### config.mk
export PLATFORM = sky130hd
export DESIGN_NAME = modbus_response_receiver_flat
export DESIGN_NICKNAME = d
export VERILOG_FILES = /design/src/sv/mrr_pkg.sv /design/src/sv/mrr_rx_if.sv /design/src/sv/mrr_res_if.sv /design/src/sv/mrr_in_reg.sv /design/src/sv/mrr_frame.sv /design/src/sv/modbus_response_receiver.sv /design/src/flat_wrapper.sv
export VERILOG_INCLUDE_DIRS = /design/src /design/src/sv
export SDC_FILE = /design/constraint.sdc
export NUM_CORES = 1
export LEC_CHECK = 0
export ABC_AREA = 1
export BUFFER_PORTS_ARGS = -buffer_cell sky130_fd_sc_hd__buf_4
export CAP_MARGIN = 40
export CORE_MARGIN = 2
export CORE_UTILIZATION = 25
export CTS_BUF_LIST = sky130_fd_sc_hd__clkbuf_8
export CTS_CLUSTER_SIZE = 14
export DETAILED_ROUTE_END_ITERATION = 6
export PLACE_DENSITY_LB_ADDON = 0.2
export SLEW_MARGIN = 20
export SYNTH_ARGS = -nofsm -noshare
export SYNTH_HDL_FRONTEND = slang
export SYNTH_SLANG_ARGS = --single-unit
### constraint.sdc
create_clock -name clk -period 4.6 [get_ports clk]
set_clock_uncertainty 0.2 [all_clocks]
set_input_delay 0.46 -clock clk [delete_from_list [all_inputs] [get_ports clk]]
set_output_delay 0.46 -clock clk [all_outputs]
set_load 0.01 [all_outputs]
### src/sv/modbus_response_receiver_assert.svh
// assertion macros for the modbus response receiver
// included by the modules that check their own logic; no other dependencies
`ifndef MODBUS_RESPONSE_RECEIVER_ASSERT_SVH
`define MODBUS_RESPONSE_RECEIVER_ASSERT_SVH

`ifndef SYNTHESIS
// checked while reset is low
`define MRR_ASSERT(lbl, clk_s, rst_s, prop, msg) \
  lbl: assert property (@(posedge clk_s) disable iff (rst_s) prop) else $error(msg);
// checked at every edge, reset included
`define MRR_ASSERT_ALWAYS(lbl, clk_s, prop, msg) \
  lbl: assert property (@(posedge clk_s) prop) else $error(msg);
`else
`define MRR_ASSERT(lbl, clk_s, rst_s, prop, msg)
`define MRR_ASSERT_ALWAYS(lbl, clk_s, prop, msg)
`endif

`endif

### src/sv/mrr_pkg.sv
// types, codes and the crc-16/modbus byte update for the modbus response receiver
// no dependencies
`default_nettype none

package mrr_pkg;

  localparam logic [1:0] MODE_START = 2'd0;
  localparam logic [1:0] MODE_BYTE  = 2'd1;
  localparam logic [1:0] MODE_TICK  = 2'd2;

  localparam logic [1:0] STATUS_OK        = 2'd0;
  localparam logic [1:0] STATUS_EXCEPTION = 2'd1;
  localparam logic [1:0] STATUS_SHORT     = 2'd2;
  localparam logic [1:0] STATUS_CRC_ERR   = 2'd3;

  localparam logic [15:0] CRC_INIT = 16'hFFFF;
  localparam logic [15:0] CRC_POLY = 16'hA001;

  localparam logic [7:0] TIMEOUT_RESET   = 8'd10;
  localparam logic [7:0] MIN_FRAME_LEN   = 8'd7;
  localparam logic [7:0] FRAME_OVERHEAD  = 8'd5;
  localparam logic [7:0] EXC_FRAME_LEN   = 8'd3;
  localparam logic [7:0] FUNC_BYTE_POS   = 8'd1;
  localparam logic [7:0] EXC_CODE_ZERO   = 8'd3;
  localparam logic [7:0] IDLE_MAX        = 8'd255;
  localparam int         FUNC_EXC_BIT    = 7;

  typedef struct packed {
    logic [1:0] mode;
    logic [7:0] data_byte;
    logic [7:0] expected_address;
    logic [6:0] reg_count;
  } in_item_t;

  typedef struct packed {
    logic       byte_valid;
    logic [7:0] byte_index;
    logic [7:0] byte_value;
    logic       done_res;
    logic [1:0] status;
    logic [7:0] exception_code;
    logic [7:0] frame_length;
  } out_item_t;

  // one byte through the reflected crc, bit by bit
  function automatic logic [15:0] crc_byte(input logic [15:0] crc_in, input logic [7:0] b);
    logic [15:0] c;
    c = crc_in ^ {8'h00, b};
    for (int k = 0; k < 8; k++) begin
      if (c[0]) begin
        c = (c >> 1) ^ CRC_POLY;
      end else begin
        c = c >> 1;
      end
    end
    return c;
  endfunction

endpackage

`default_nettype wire

### src/sv/mrr_rx_if.sv
// input channel of the modbus response receiver: valid/ready and the item fields
// no dependencies
`default_nettype none

interface mrr_rx_if;
  logic       valid;
  logic       ready;
  logic [1:0] mode;
  logic [7:0] data_byte;
  logic [7:0] expected_address;
  logic [6:0] reg_count;

  modport source (
    output valid, mode, data_byte, expected_address, reg_count,
    input  ready
  );
  modport sink (
    input  valid, mode, data_byte, expected_address, reg_count,
    output ready
  );
endinterface

`default_nettype wire

### src/sv/mrr_res_if.sv
// result channel of the modbus response receiver: valid/ready and the result fields
// no dependencies
`default_nettype none

interface mrr_res_if;
  logic       valid;
  logic       ready;
  logic       byte_valid;
  logic [7:0] byte_index;
  logic [7:0] byte_value;
  logic       done_res;
  logic [1:0] status;
  logic [7:0] exception_code;
  logic [7:0] frame_length;

  modport source (
    output valid, byte_valid, byte_index, byte_value, done_res, status,
           exception_code, frame_length,
    input  ready
  );
  modport sink (
    input  valid, byte_valid, byte_index, byte_value, done_res, status,
           exception_code, frame_length,
    output ready
  );
endinterface

`default_nettype wire

### src/sv/mrr_in_reg.sv
// input register stage: captures one word from the input channel
// depends on mrr_pkg
`default_nettype none

module mrr_in_reg (
  input  wire logic             clk,
  input  wire logic             rst,
  input  wire logic             in_valid,
  output logic                  in_ready,
  input  wire mrr_pkg::in_item_t in_item,
  input  wire logic             take,
  output logic                  item_valid,
  output mrr_pkg::in_item_t     item
);

  assign in_ready = !item_valid || take;

  always_ff @(posedge clk) begin
    if (rst) begin
      item_valid <= 1'b0;
    end else if (in_ready) begin
      item_valid <= in_valid;
    end
  end

  always_ff @(posedge clk) begin
    if (in_ready && in_valid) begin
      item <= in_item;
    end
  end

endmodule

`default_nettype wire

### src/sv/mrr_frame.sv
// frame tracker: address match, byte count, running crc, idle timer, end status
// depends on mrr_pkg and modbus_response_receiver_assert.svh
`default_nettype none
`include "modbus_response_receiver_assert.svh"

module mrr_frame #(
  parameter int MAX_REGISTERS = 125
) (
  input  wire logic              clk,
  input  wire logic              rst,
  input  wire logic              step,
  input  wire mrr_pkg::in_item_t item,
  input  wire logic [7:0]        timeout_ticks,
  output logic                   res_valid,
  output mrr_pkg::out_item_t     res
);

  localparam logic [6:0] REGS_MAX = 7'(MAX_REGISTERS);

  logic        receiving, receiving_next;
  logic [7:0]  frame_count, frame_count_next;
  logic [15:0] running_crc, running_crc_next;
  logic        exception_flag, exception_flag_next;
  logic [7:0]  idle_count, idle_count_next;
  logic [7:0]  match_address, match_address_next;
  logic [7:0]  target_length, target_length_next;

  logic [6:0]  regs_sat;
  logic [15:0] crc_upd;
  logic [7:0]  count_inc;
  logic [7:0]  idle_inc;

  function automatic logic [1:0] end_status(input logic [7:0] cnt, input logic [15:0] crc);
    if (cnt < mrr_pkg::MIN_FRAME_LEN) begin
      return mrr_pkg::STATUS_SHORT;
    end
    return (crc == 16'h0000) ? mrr_pkg::STATUS_OK : mrr_pkg::STATUS_CRC_ERR;
  endfunction

  assign regs_sat  = (item.reg_count > REGS_MAX) ? REGS_MAX : item.reg_count;
  assign crc_upd   = mrr_pkg::crc_byte(running_crc, item.data_byte);
  assign count_inc = frame_count + 8'd1;
  assign idle_inc  = (idle_count == mrr_pkg::IDLE_MAX) ? idle_count : idle_count + 8'd1;

  always_comb begin
    receiving_next      = receiving;
    frame_count_next    = frame_count;
    running_crc_next    = running_crc;
    exception_flag_next = exception_flag;
    idle_count_next     = idle_count;
    match_address_next  = match_address;
    target_length_next  = target_length;
    res_valid           = 1'b0;
    res                 = '0;
    case (item.mode)
      mrr_pkg::MODE_START: begin
        receiving_next      = 1'b1;
        frame_count_next    = 8'd0;
        running_crc_next    = mrr_pkg::CRC_INIT;
        exception_flag_next = 1'b0;
        idle_count_next     = 8'd0;
        match_address_next  = item.expected_address;
        target_length_next  = {regs_sat, 1'b0} + mrr_pkg::FRAME_OVERHEAD;
      end
      mrr_pkg::MODE_BYTE: begin
        if (receiving) begin
          idle_count_next = 8'd0;
          // leading bytes are dropped until the address shows up
          if (frame_count != 8'd0 || item.data_byte == match_address) begin
            res_valid        = 1'b1;
            res.byte_valid   = 1'b1;
            res.byte_index   = frame_count;
            res.byte_value   = item.data_byte;
            running_crc_next = crc_upd;
            frame_count_next = count_inc;
            if (frame_count == mrr_pkg::FUNC_BYTE_POS) begin
              exception_flag_next = item.data_byte[mrr_pkg::FUNC_EXC_BIT];
            end
            if (count_inc == mrr_pkg::EXC_FRAME_LEN && exception_flag_next) begin
              res.done_res       = 1'b1;
              res.status         = mrr_pkg::STATUS_EXCEPTION;
              res.exception_code = (item.data_byte == 8'd0) ? mrr_pkg::EXC_CODE_ZERO
                                                            : item.data_byte;
              res.frame_length   = count_inc;
              receiving_next     = 1'b0;
            end else if (count_inc >= target_length) begin
              res.done_res     = 1'b1;
              res.status       = end_status(count_inc, crc_upd);
              res.frame_length = count_inc;
              receiving_next   = 1'b0;
            end
          end
        end
      end
      mrr_pkg::MODE_TICK: begin
        if (receiving) begin
          idle_count_next = idle_inc;
          // a timeout of zero closes on the first tick, same as one
          if (idle_inc >= timeout_ticks) begin
            res_valid        = 1'b1;
            res.done_res     = 1'b1;
            res.status       = end_status(frame_count, running_crc);
            res.frame_length = frame_count;
            receiving_next   = 1'b0;
          end
        end
      end
      default: begin
      end
    endcase
  end

  always_ff @(posedge clk) begin
    if (rst) begin
      receiving      <= 1'b0;
      frame_count    <= 8'd0;
      running_crc    <= mrr_pkg::CRC_INIT;
      exception_flag <= 1'b0;
      idle_count     <= 8'd0;
      match_address  <= 8'd0;
      target_length  <= 8'd0;
    end else if (step) begin
      receiving      <= receiving_next;
      frame_count    <= frame_count_next;
      running_crc    <= running_crc_next;
      exception_flag <= exception_flag_next;
      idle_count     <= idle_count_next;
      match_address  <= match_address_next;
      target_length  <= target_length_next;
    end
  end

  `MRR_ASSERT(a_done_closes, clk, rst,
    step && res_valid && res.done_res |=> !receiving,
    "frame end left receiver armed")
  `MRR_ASSERT(a_count_below_target, clk, rst,
    receiving |-> frame_count < target_length,
    "frame count passed target while receiving")
  `MRR_ASSERT(a_byte_clears_idle, clk, rst,
    step && receiving && item.mode == mrr_pkg::MODE_BYTE |=> idle_count == 8'd0,
    "idle count not cleared by byte")

endmodule

`default_nettype wire

### src/sv/modbus_response_receiver.sv
// Modbus RTU response receiver. One word is taken per clock cycle, back to
// back, while no result waits; each word goes through an input register, one
// pass of logic (a full byte of crc-16/modbus update plus the frame counters
// and compares) and a result register, which holds its result until taken.
// While a result waits untaken the input takes one more word into the empty
// input register and then stalls; the cycle the result is taken, both
// registers move on together. A start word arms the receiver with an address
// and register count; byte words are echoed once the address is seen, and the
// last byte, an exception reply or the idle tick timeout (cfg_wr_data on
// cfg_wr_en) closes the frame with its status.
// Depends on mrr_pkg, mrr_rx_if, mrr_res_if, mrr_in_reg, mrr_frame and
// modbus_response_receiver_assert.svh.
`default_nettype none
`include "modbus_response_receiver_assert.svh"

module modbus_response_receiver #(
  parameter int MAX_REGISTERS = 125
) (
  input  wire logic       clk,
  input  wire logic       rst,
  mrr_rx_if.sink          rx,
  mrr_res_if.source       res,
  input  wire logic       cfg_wr_en,
  input  wire logic [7:0] cfg_wr_data
);

  logic [7:0]         timeout_reg;
  mrr_pkg::in_item_t  rx_item;
  mrr_pkg::in_item_t  item;
  logic               item_valid;
  logic               step;
  logic               core_valid;
  mrr_pkg::out_item_t core_res;
  logic               out_valid;
  mrr_pkg::out_item_t out_q;

  assign rx_item = '{mode:             rx.mode,
                     data_byte:        rx.data_byte,
                     expected_address: rx.expected_address,
                     reg_count:        rx.reg_count};

  // the word in the input register moves on once the result slot is free
  assign step = item_valid && (!out_valid || res.ready);

  mrr_in_reg u_in_reg (
    .clk        (clk),
    .rst        (rst),
    .in_valid   (rx.valid),
    .in_ready   (rx.ready),
    .in_item    (rx_item),
    .take       (step),
    .item_valid (item_valid),
    .item       (item)
  );

  mrr_frame #(
    .MAX_REGISTERS (MAX_REGISTERS)
  ) u_frame (
    .clk           (clk),
    .rst           (rst),
    .step          (step),
    .item          (item),
    .timeout_ticks (timeout_reg),
    .res_valid     (core_valid),
    .res           (core_res)
  );

  always_ff @(posedge clk) begin
    if (rst) begin
      timeout_reg <= mrr_pkg::TIMEOUT_RESET;
      out_valid   <= 1'b0;
    end else begin
      if (cfg_wr_en) begin
        timeout_reg <= cfg_wr_data;
      end
      if (step && core_valid) begin
        out_valid <= 1'b1;
      end else if (res.ready) begin
        out_valid <= 1'b0;
      end
    end
  end

  always_ff @(posedge clk) begin
    if (step && core_valid) begin
      out_q <= core_res;
    end
  end

  assign res.valid          = out_valid;
  assign res.byte_valid     = out_q.byte_valid;
  assign res.byte_index     = out_q.byte_index;
  assign res.byte_value     = out_q.byte_value;
  assign res.done_res       = out_q.done_res;
  assign res.status         = out_q.status;
  assign res.exception_code = out_q.exception_code;
  assign res.frame_length   = out_q.frame_length;

  `MRR_ASSERT(a_ready_when_empty, clk, rst,
    !out_valid |-> rx.ready,
    "input stalled with empty result slot")
  `MRR_ASSERT(a_cfg_written, clk, rst,
    $past(cfg_wr_en) && !$past(rst) |-> timeout_reg == $past(cfg_wr_data),
    "timeout register missed a write")
  `MRR_ASSERT(a_res_held, clk, rst,
    out_valid && !res.ready |=> out_valid && $stable(out_q),
    "waiting result word changed")

endmodule

`default_nettype wire

### src/flat_wrapper.sv
// flat-port wrapper written by rule: the top's interface ports become plain ports
module modbus_response_receiver_flat 
#(
  parameter int MAX_REGISTERS = 125
)
  (clk, rst, cfg_wr_en, cfg_wr_data, rx_valid, rx_mode, rx_data_byte, rx_expected_address, rx_reg_count, rx_ready, res_valid, res_byte_valid, res_byte_index, res_byte_value, res_done_res, res_status, res_exception_code, res_frame_length, res_ready);
  mrr_rx_if rx_i ();
  mrr_res_if res_i ();
  input  wire logic clk;
  input  wire logic rst;
  input  wire logic cfg_wr_en;
  input  wire logic [7:0] cfg_wr_data;
  input wire logic [$bits(rx_i.valid)-1:0] rx_valid;
  input wire logic [$bits(rx_i.mode)-1:0] rx_mode;
  input wire logic [$bits(rx_i.data_byte)-1:0] rx_data_byte;
  input wire logic [$bits(rx_i.expected_address)-1:0] rx_expected_address;
  input wire logic [$bits(rx_i.reg_count)-1:0] rx_reg_count;
  output wire logic [$bits(rx_i.ready)-1:0] rx_ready;
  output wire logic [$bits(res_i.valid)-1:0] res_valid;
  output wire logic [$bits(res_i.byte_valid)-1:0] res_byte_valid;
  output wire logic [$bits(res_i.byte_index)-1:0] res_byte_index;
  output wire logic [$bits(res_i.byte_value)-1:0] res_byte_value;
  output wire logic [$bits(res_i.done_res)-1:0] res_done_res;
  output wire logic [$bits(res_i.status)-1:0] res_status;
  output wire logic [$bits(res_i.exception_code)-1:0] res_exception_code;
  output wire logic [$bits(res_i.frame_length)-1:0] res_frame_length;
  input wire logic [$bits(res_i.ready)-1:0] res_ready;
  assign rx_i.valid = rx_valid;
  assign rx_i.mode = rx_mode;
  assign rx_i.data_byte = rx_data_byte;
  assign rx_i.expected_address = rx_expected_address;
  assign rx_i.reg_count = rx_reg_count;
  assign rx_ready = rx_i.ready;
  assign res_valid = res_i.valid;
  assign res_byte_valid = res_i.byte_valid;
  assign res_byte_index = res_i.byte_index;
  assign res_byte_value = res_i.byte_value;
  assign res_done_res = res_i.done_res;
  assign res_status = res_i.status;
  assign res_exception_code = res_i.exception_code;
  assign res_frame_length = res_i.frame_length;
  assign res_i.ready = res_ready;
  modbus_response_receiver #(.MAX_REGISTERS(MAX_REGISTERS)) u_core (.clk(clk), .rst(rst), .rx(rx_i), .res(res_i), .cfg_wr_en(cfg_wr_en), .cfg_wr_data(cfg_wr_data));
endmodule
==> metrics.cfg <==
[floorplanning]
initial_utilization_pct=25.5
io_pins=76
fp-row-count=55
die_w_um=157
core-area_mm2=0.0228
die-area_mm2=0.0245
die_h_um=157

[detailed_routing]
ant_nets=0
vias_per_cell=4.17
drt_drc_violations_left=0
drt_first_pass_iters=4
drt_iter0_markers=232
wl_um=14100
vias=4536
wl_per_cell_um=13.0

[synthesis]
synth_nets=724
synth_cell_types=37
synth_seq_cells=121
ys_top_cells_by_area=edfxtp_1 31%, dfxtp_1 21%, nand2_1 10%
synth_edf_count=61
ys_warn_count=0
ys_async_sr_fraction_pct=0
synth_flop_cell=edfxtp_1
ys_seq_area_share_pct=52.1
syn_area_mm2=0.00582
syn_inst=659
synth_top_area_share_pct=31.5
netlist.top_cell.by_area=edfxtp_1
syn_avg_cell_area_um2=8.83

[clocking]
clk_path_buf_depth=2
postCtsSetupBuffers=0
cts_buffers=17
clock-root-buffer=clkbuf_8
cts_tree=done
htreeDepth=4
clk_pin_slew_ps=70
clock_latency_ps=440
cts_sinks=121

[pwr]
p_switching_mw=0.594
cellLeakagePower_nw=3.26
power_density_mw_per_mm2=334
p_int_mw=1.89
swShare_pct=23.9
clock_power_share_pct=44.8
ir_drop_mv=0.150
finalPower_mw=2.48
p_comb_share_pct=7.7
p_seq_share_pct=47.5

[layout]
largest_register=u_core.u_in_reg.item
fin_cells=1089
layout-drive-gt1-share_pct=16.6
largest_register_ffs=25
fillCellCount=2427
reg_top3=u_core.u_in_reg.item (25), u_core.u_frame.running_crc (16)
finalNetCount=828
diodes=0
area_growth_pct=27.7

[sta]
layout_setup_ws_ps=1090
min_period_over_period_pct=76.3
rsz0062_at_grt=false
slew_headroom_pct=61.9
finalHoldViolCount=0
tightestPinTransition_ps=569
fin_setup_tns_ps=0
max_freq_ghz=0.285
finalWorstPathRequiredPeriod_ps=3510
finalSetupViolCount=0
maxSlewViolCount=0
fin_hold_ws_ps=38.9

[worst_setup_path]
r2r_end=u_core.res.status[1]$_DFFE_PP_
cp.required_ps=4490
end_kind=flip-flop
startpoint=u_core.u_frame.idle_count[0]$_SDFFE_PP0P_
critPathMaxFanout=36
r2r-start=u_core.u_frame.idle_count[0]$_SDFFE_PP0P_
crit_arrival_ps=3400
start_kind=flip-flop
reg2reg_slack_ps=1090
rr_worst_depth=13
path_class=flip-flop to flip-flop

[hold_path]
min_path_cells=3
hold_end=u_core.timeout_reg[3]$_SDFFE_PP1P_
min_from=cfg_wr_data[3]
worstHoldPathType=primary input to flip-flop

[global_route]
antenna_found_initial=0
grtUsageTotal_pct=12.1
grt_pass1_vias=4372
grt_max_degree=37
overflow=0
grt_pass1_wl_um=22800

[job]
drv_cap=0

[place]
dp.cells=1032
gp_congestion=0.809
pre_cts_slack_ps=1050
dp_hpwl_um=10400
io_buffers=75

[outcome]
status=completed

==> synthesized netlist by cell type, drive strengths merged (2+ instances only) <==
cell / n
o21ai: 27
xor2: 17
a21oi: 59
edfxtp: 61
o22ai: 9
nor2: 58
buf: 7
clkbuf: 11
nor4: 4
dfxtp: 60
nand2: 167
ha: 27
clkinv: 3
nand2b: 2
inv: 76
xnor2: 18
nand3: 34
nor3: 5
nand4: 6
o21a: 2
==> layout by cell type (no fill, tap or decap), types with 9 or more instances in the layout <==
cell type,Yosys,routed
a21oi_1,59,59
nand2_1,159,159
dfxtp_1,60,60
xnor2_1,18,18
edfxtp_1,61,61
nand3_1,32,32
o22ai_1,9,9
dlygate4sd3_1,0,25
clkbuf_8,0,17
o21ai_0,25,25
inv_1,73,74
buf_4,1,76
xor2_1,17,17
ha_1,27,27
nor2_1,51,51
==> power groups by stage <==
stage	combinational (mW)	clock (mW)	sequential [mW]
finish	0.192	1.11	1.18
CTS	0.197	1.15	1.18
floorplan	0.117	0	1.19
global route	0.218	1.19	1.18
detailed placement	0.179	0	1.20
global placement	0.175	0	1.20
==> worst max path at each step <==
stage,to,slack (ps)
after floorplan,u_core.res.byte_index[0]$_SDFFCE_PN0P_,1100
after CTS,u_core.res.frame_length[3]$_DFFE_PP_,1040
after detailed placement,u_core.res.exception_code[3]$_SDFFCE_PP0P_,1050
after global placement,u_core.res.byte_value[4]$_SDFFCE_PN0P_,1180
after global routing,u_core.res.byte_valid$_SDFFCE_PN0P_,750
final,u_core.res.status[1]$_DFFE_PP_,1090
==> layout make-up <==
class / instances / area (um^2) / area share (%)
Sequential cell: 121 / 3030 / 40.8
Clock buffer: 17 / 234 / 3.15
Tap cell: 313 / 392 / 5.27
Clock inverter: 15 / 223 / 3.00
Multi-Input combinational cell: 441 / 2390 / 32.1
Inverter: 79 / 299 / 4.02
Timing Repair Buffer: 103 / 863 / 11.6
==> critical path, stage by stage, from the launching register on <==
cell and delay, ps:
dfxtp_1 390, ha_1 210, nand2_1 80, nor3_1 290
nand3_1 310, mux2_2 370, ha_1 290, a21oi_1 60
o21ai_0 150, nand2_1 70, nand3_1 110, o211ai_1 130
inv_1 70, buf_4 400
==> routing by layer <==
layer / wire length (um) / up-vias / global-route usage (%)
li1: - / 2375 / -
met5: 0 / - / 0
met1: 7330 / 2051 / 17.4
met2: 5910 / 98 / 17.6
met4: 219 / 0 / 5.24
met3: 688 / 12 / 2.41
==> through the flow <==
step | util, % | cell area, um^2
floorplan | - | 5820
global placement | 29.3 | 6680
detailed placement | 29.5 | 6730
CTS | 32.6 | 7430
global route | 32.6 | 7430
finish | 32.6 | 7430
==> repair_timing <==
item	CTS	global route
setup endpoints to repair	0	0
resized for setup	0	0
endpoints found under the hold margin	25	0
hold buffers	25	0
==> logic make-up (layout without fill, tap and decap cells) <==
kind of cell               Yosys count  count (layout)  share of synthesized area, %
AOI/OAI and AO/OA                  100             100                          9.01
DFF                                121             121                          52.1
buffers and inverters               97             214                          6.82
muxes                                1               1                         0.193
xor gates and xnor gates            35              35                          5.27
adders and majority gates           27              27                          5.81
and+or+nand+nor                    278             278                          20.8
Power figures use the tool's default switching activity.
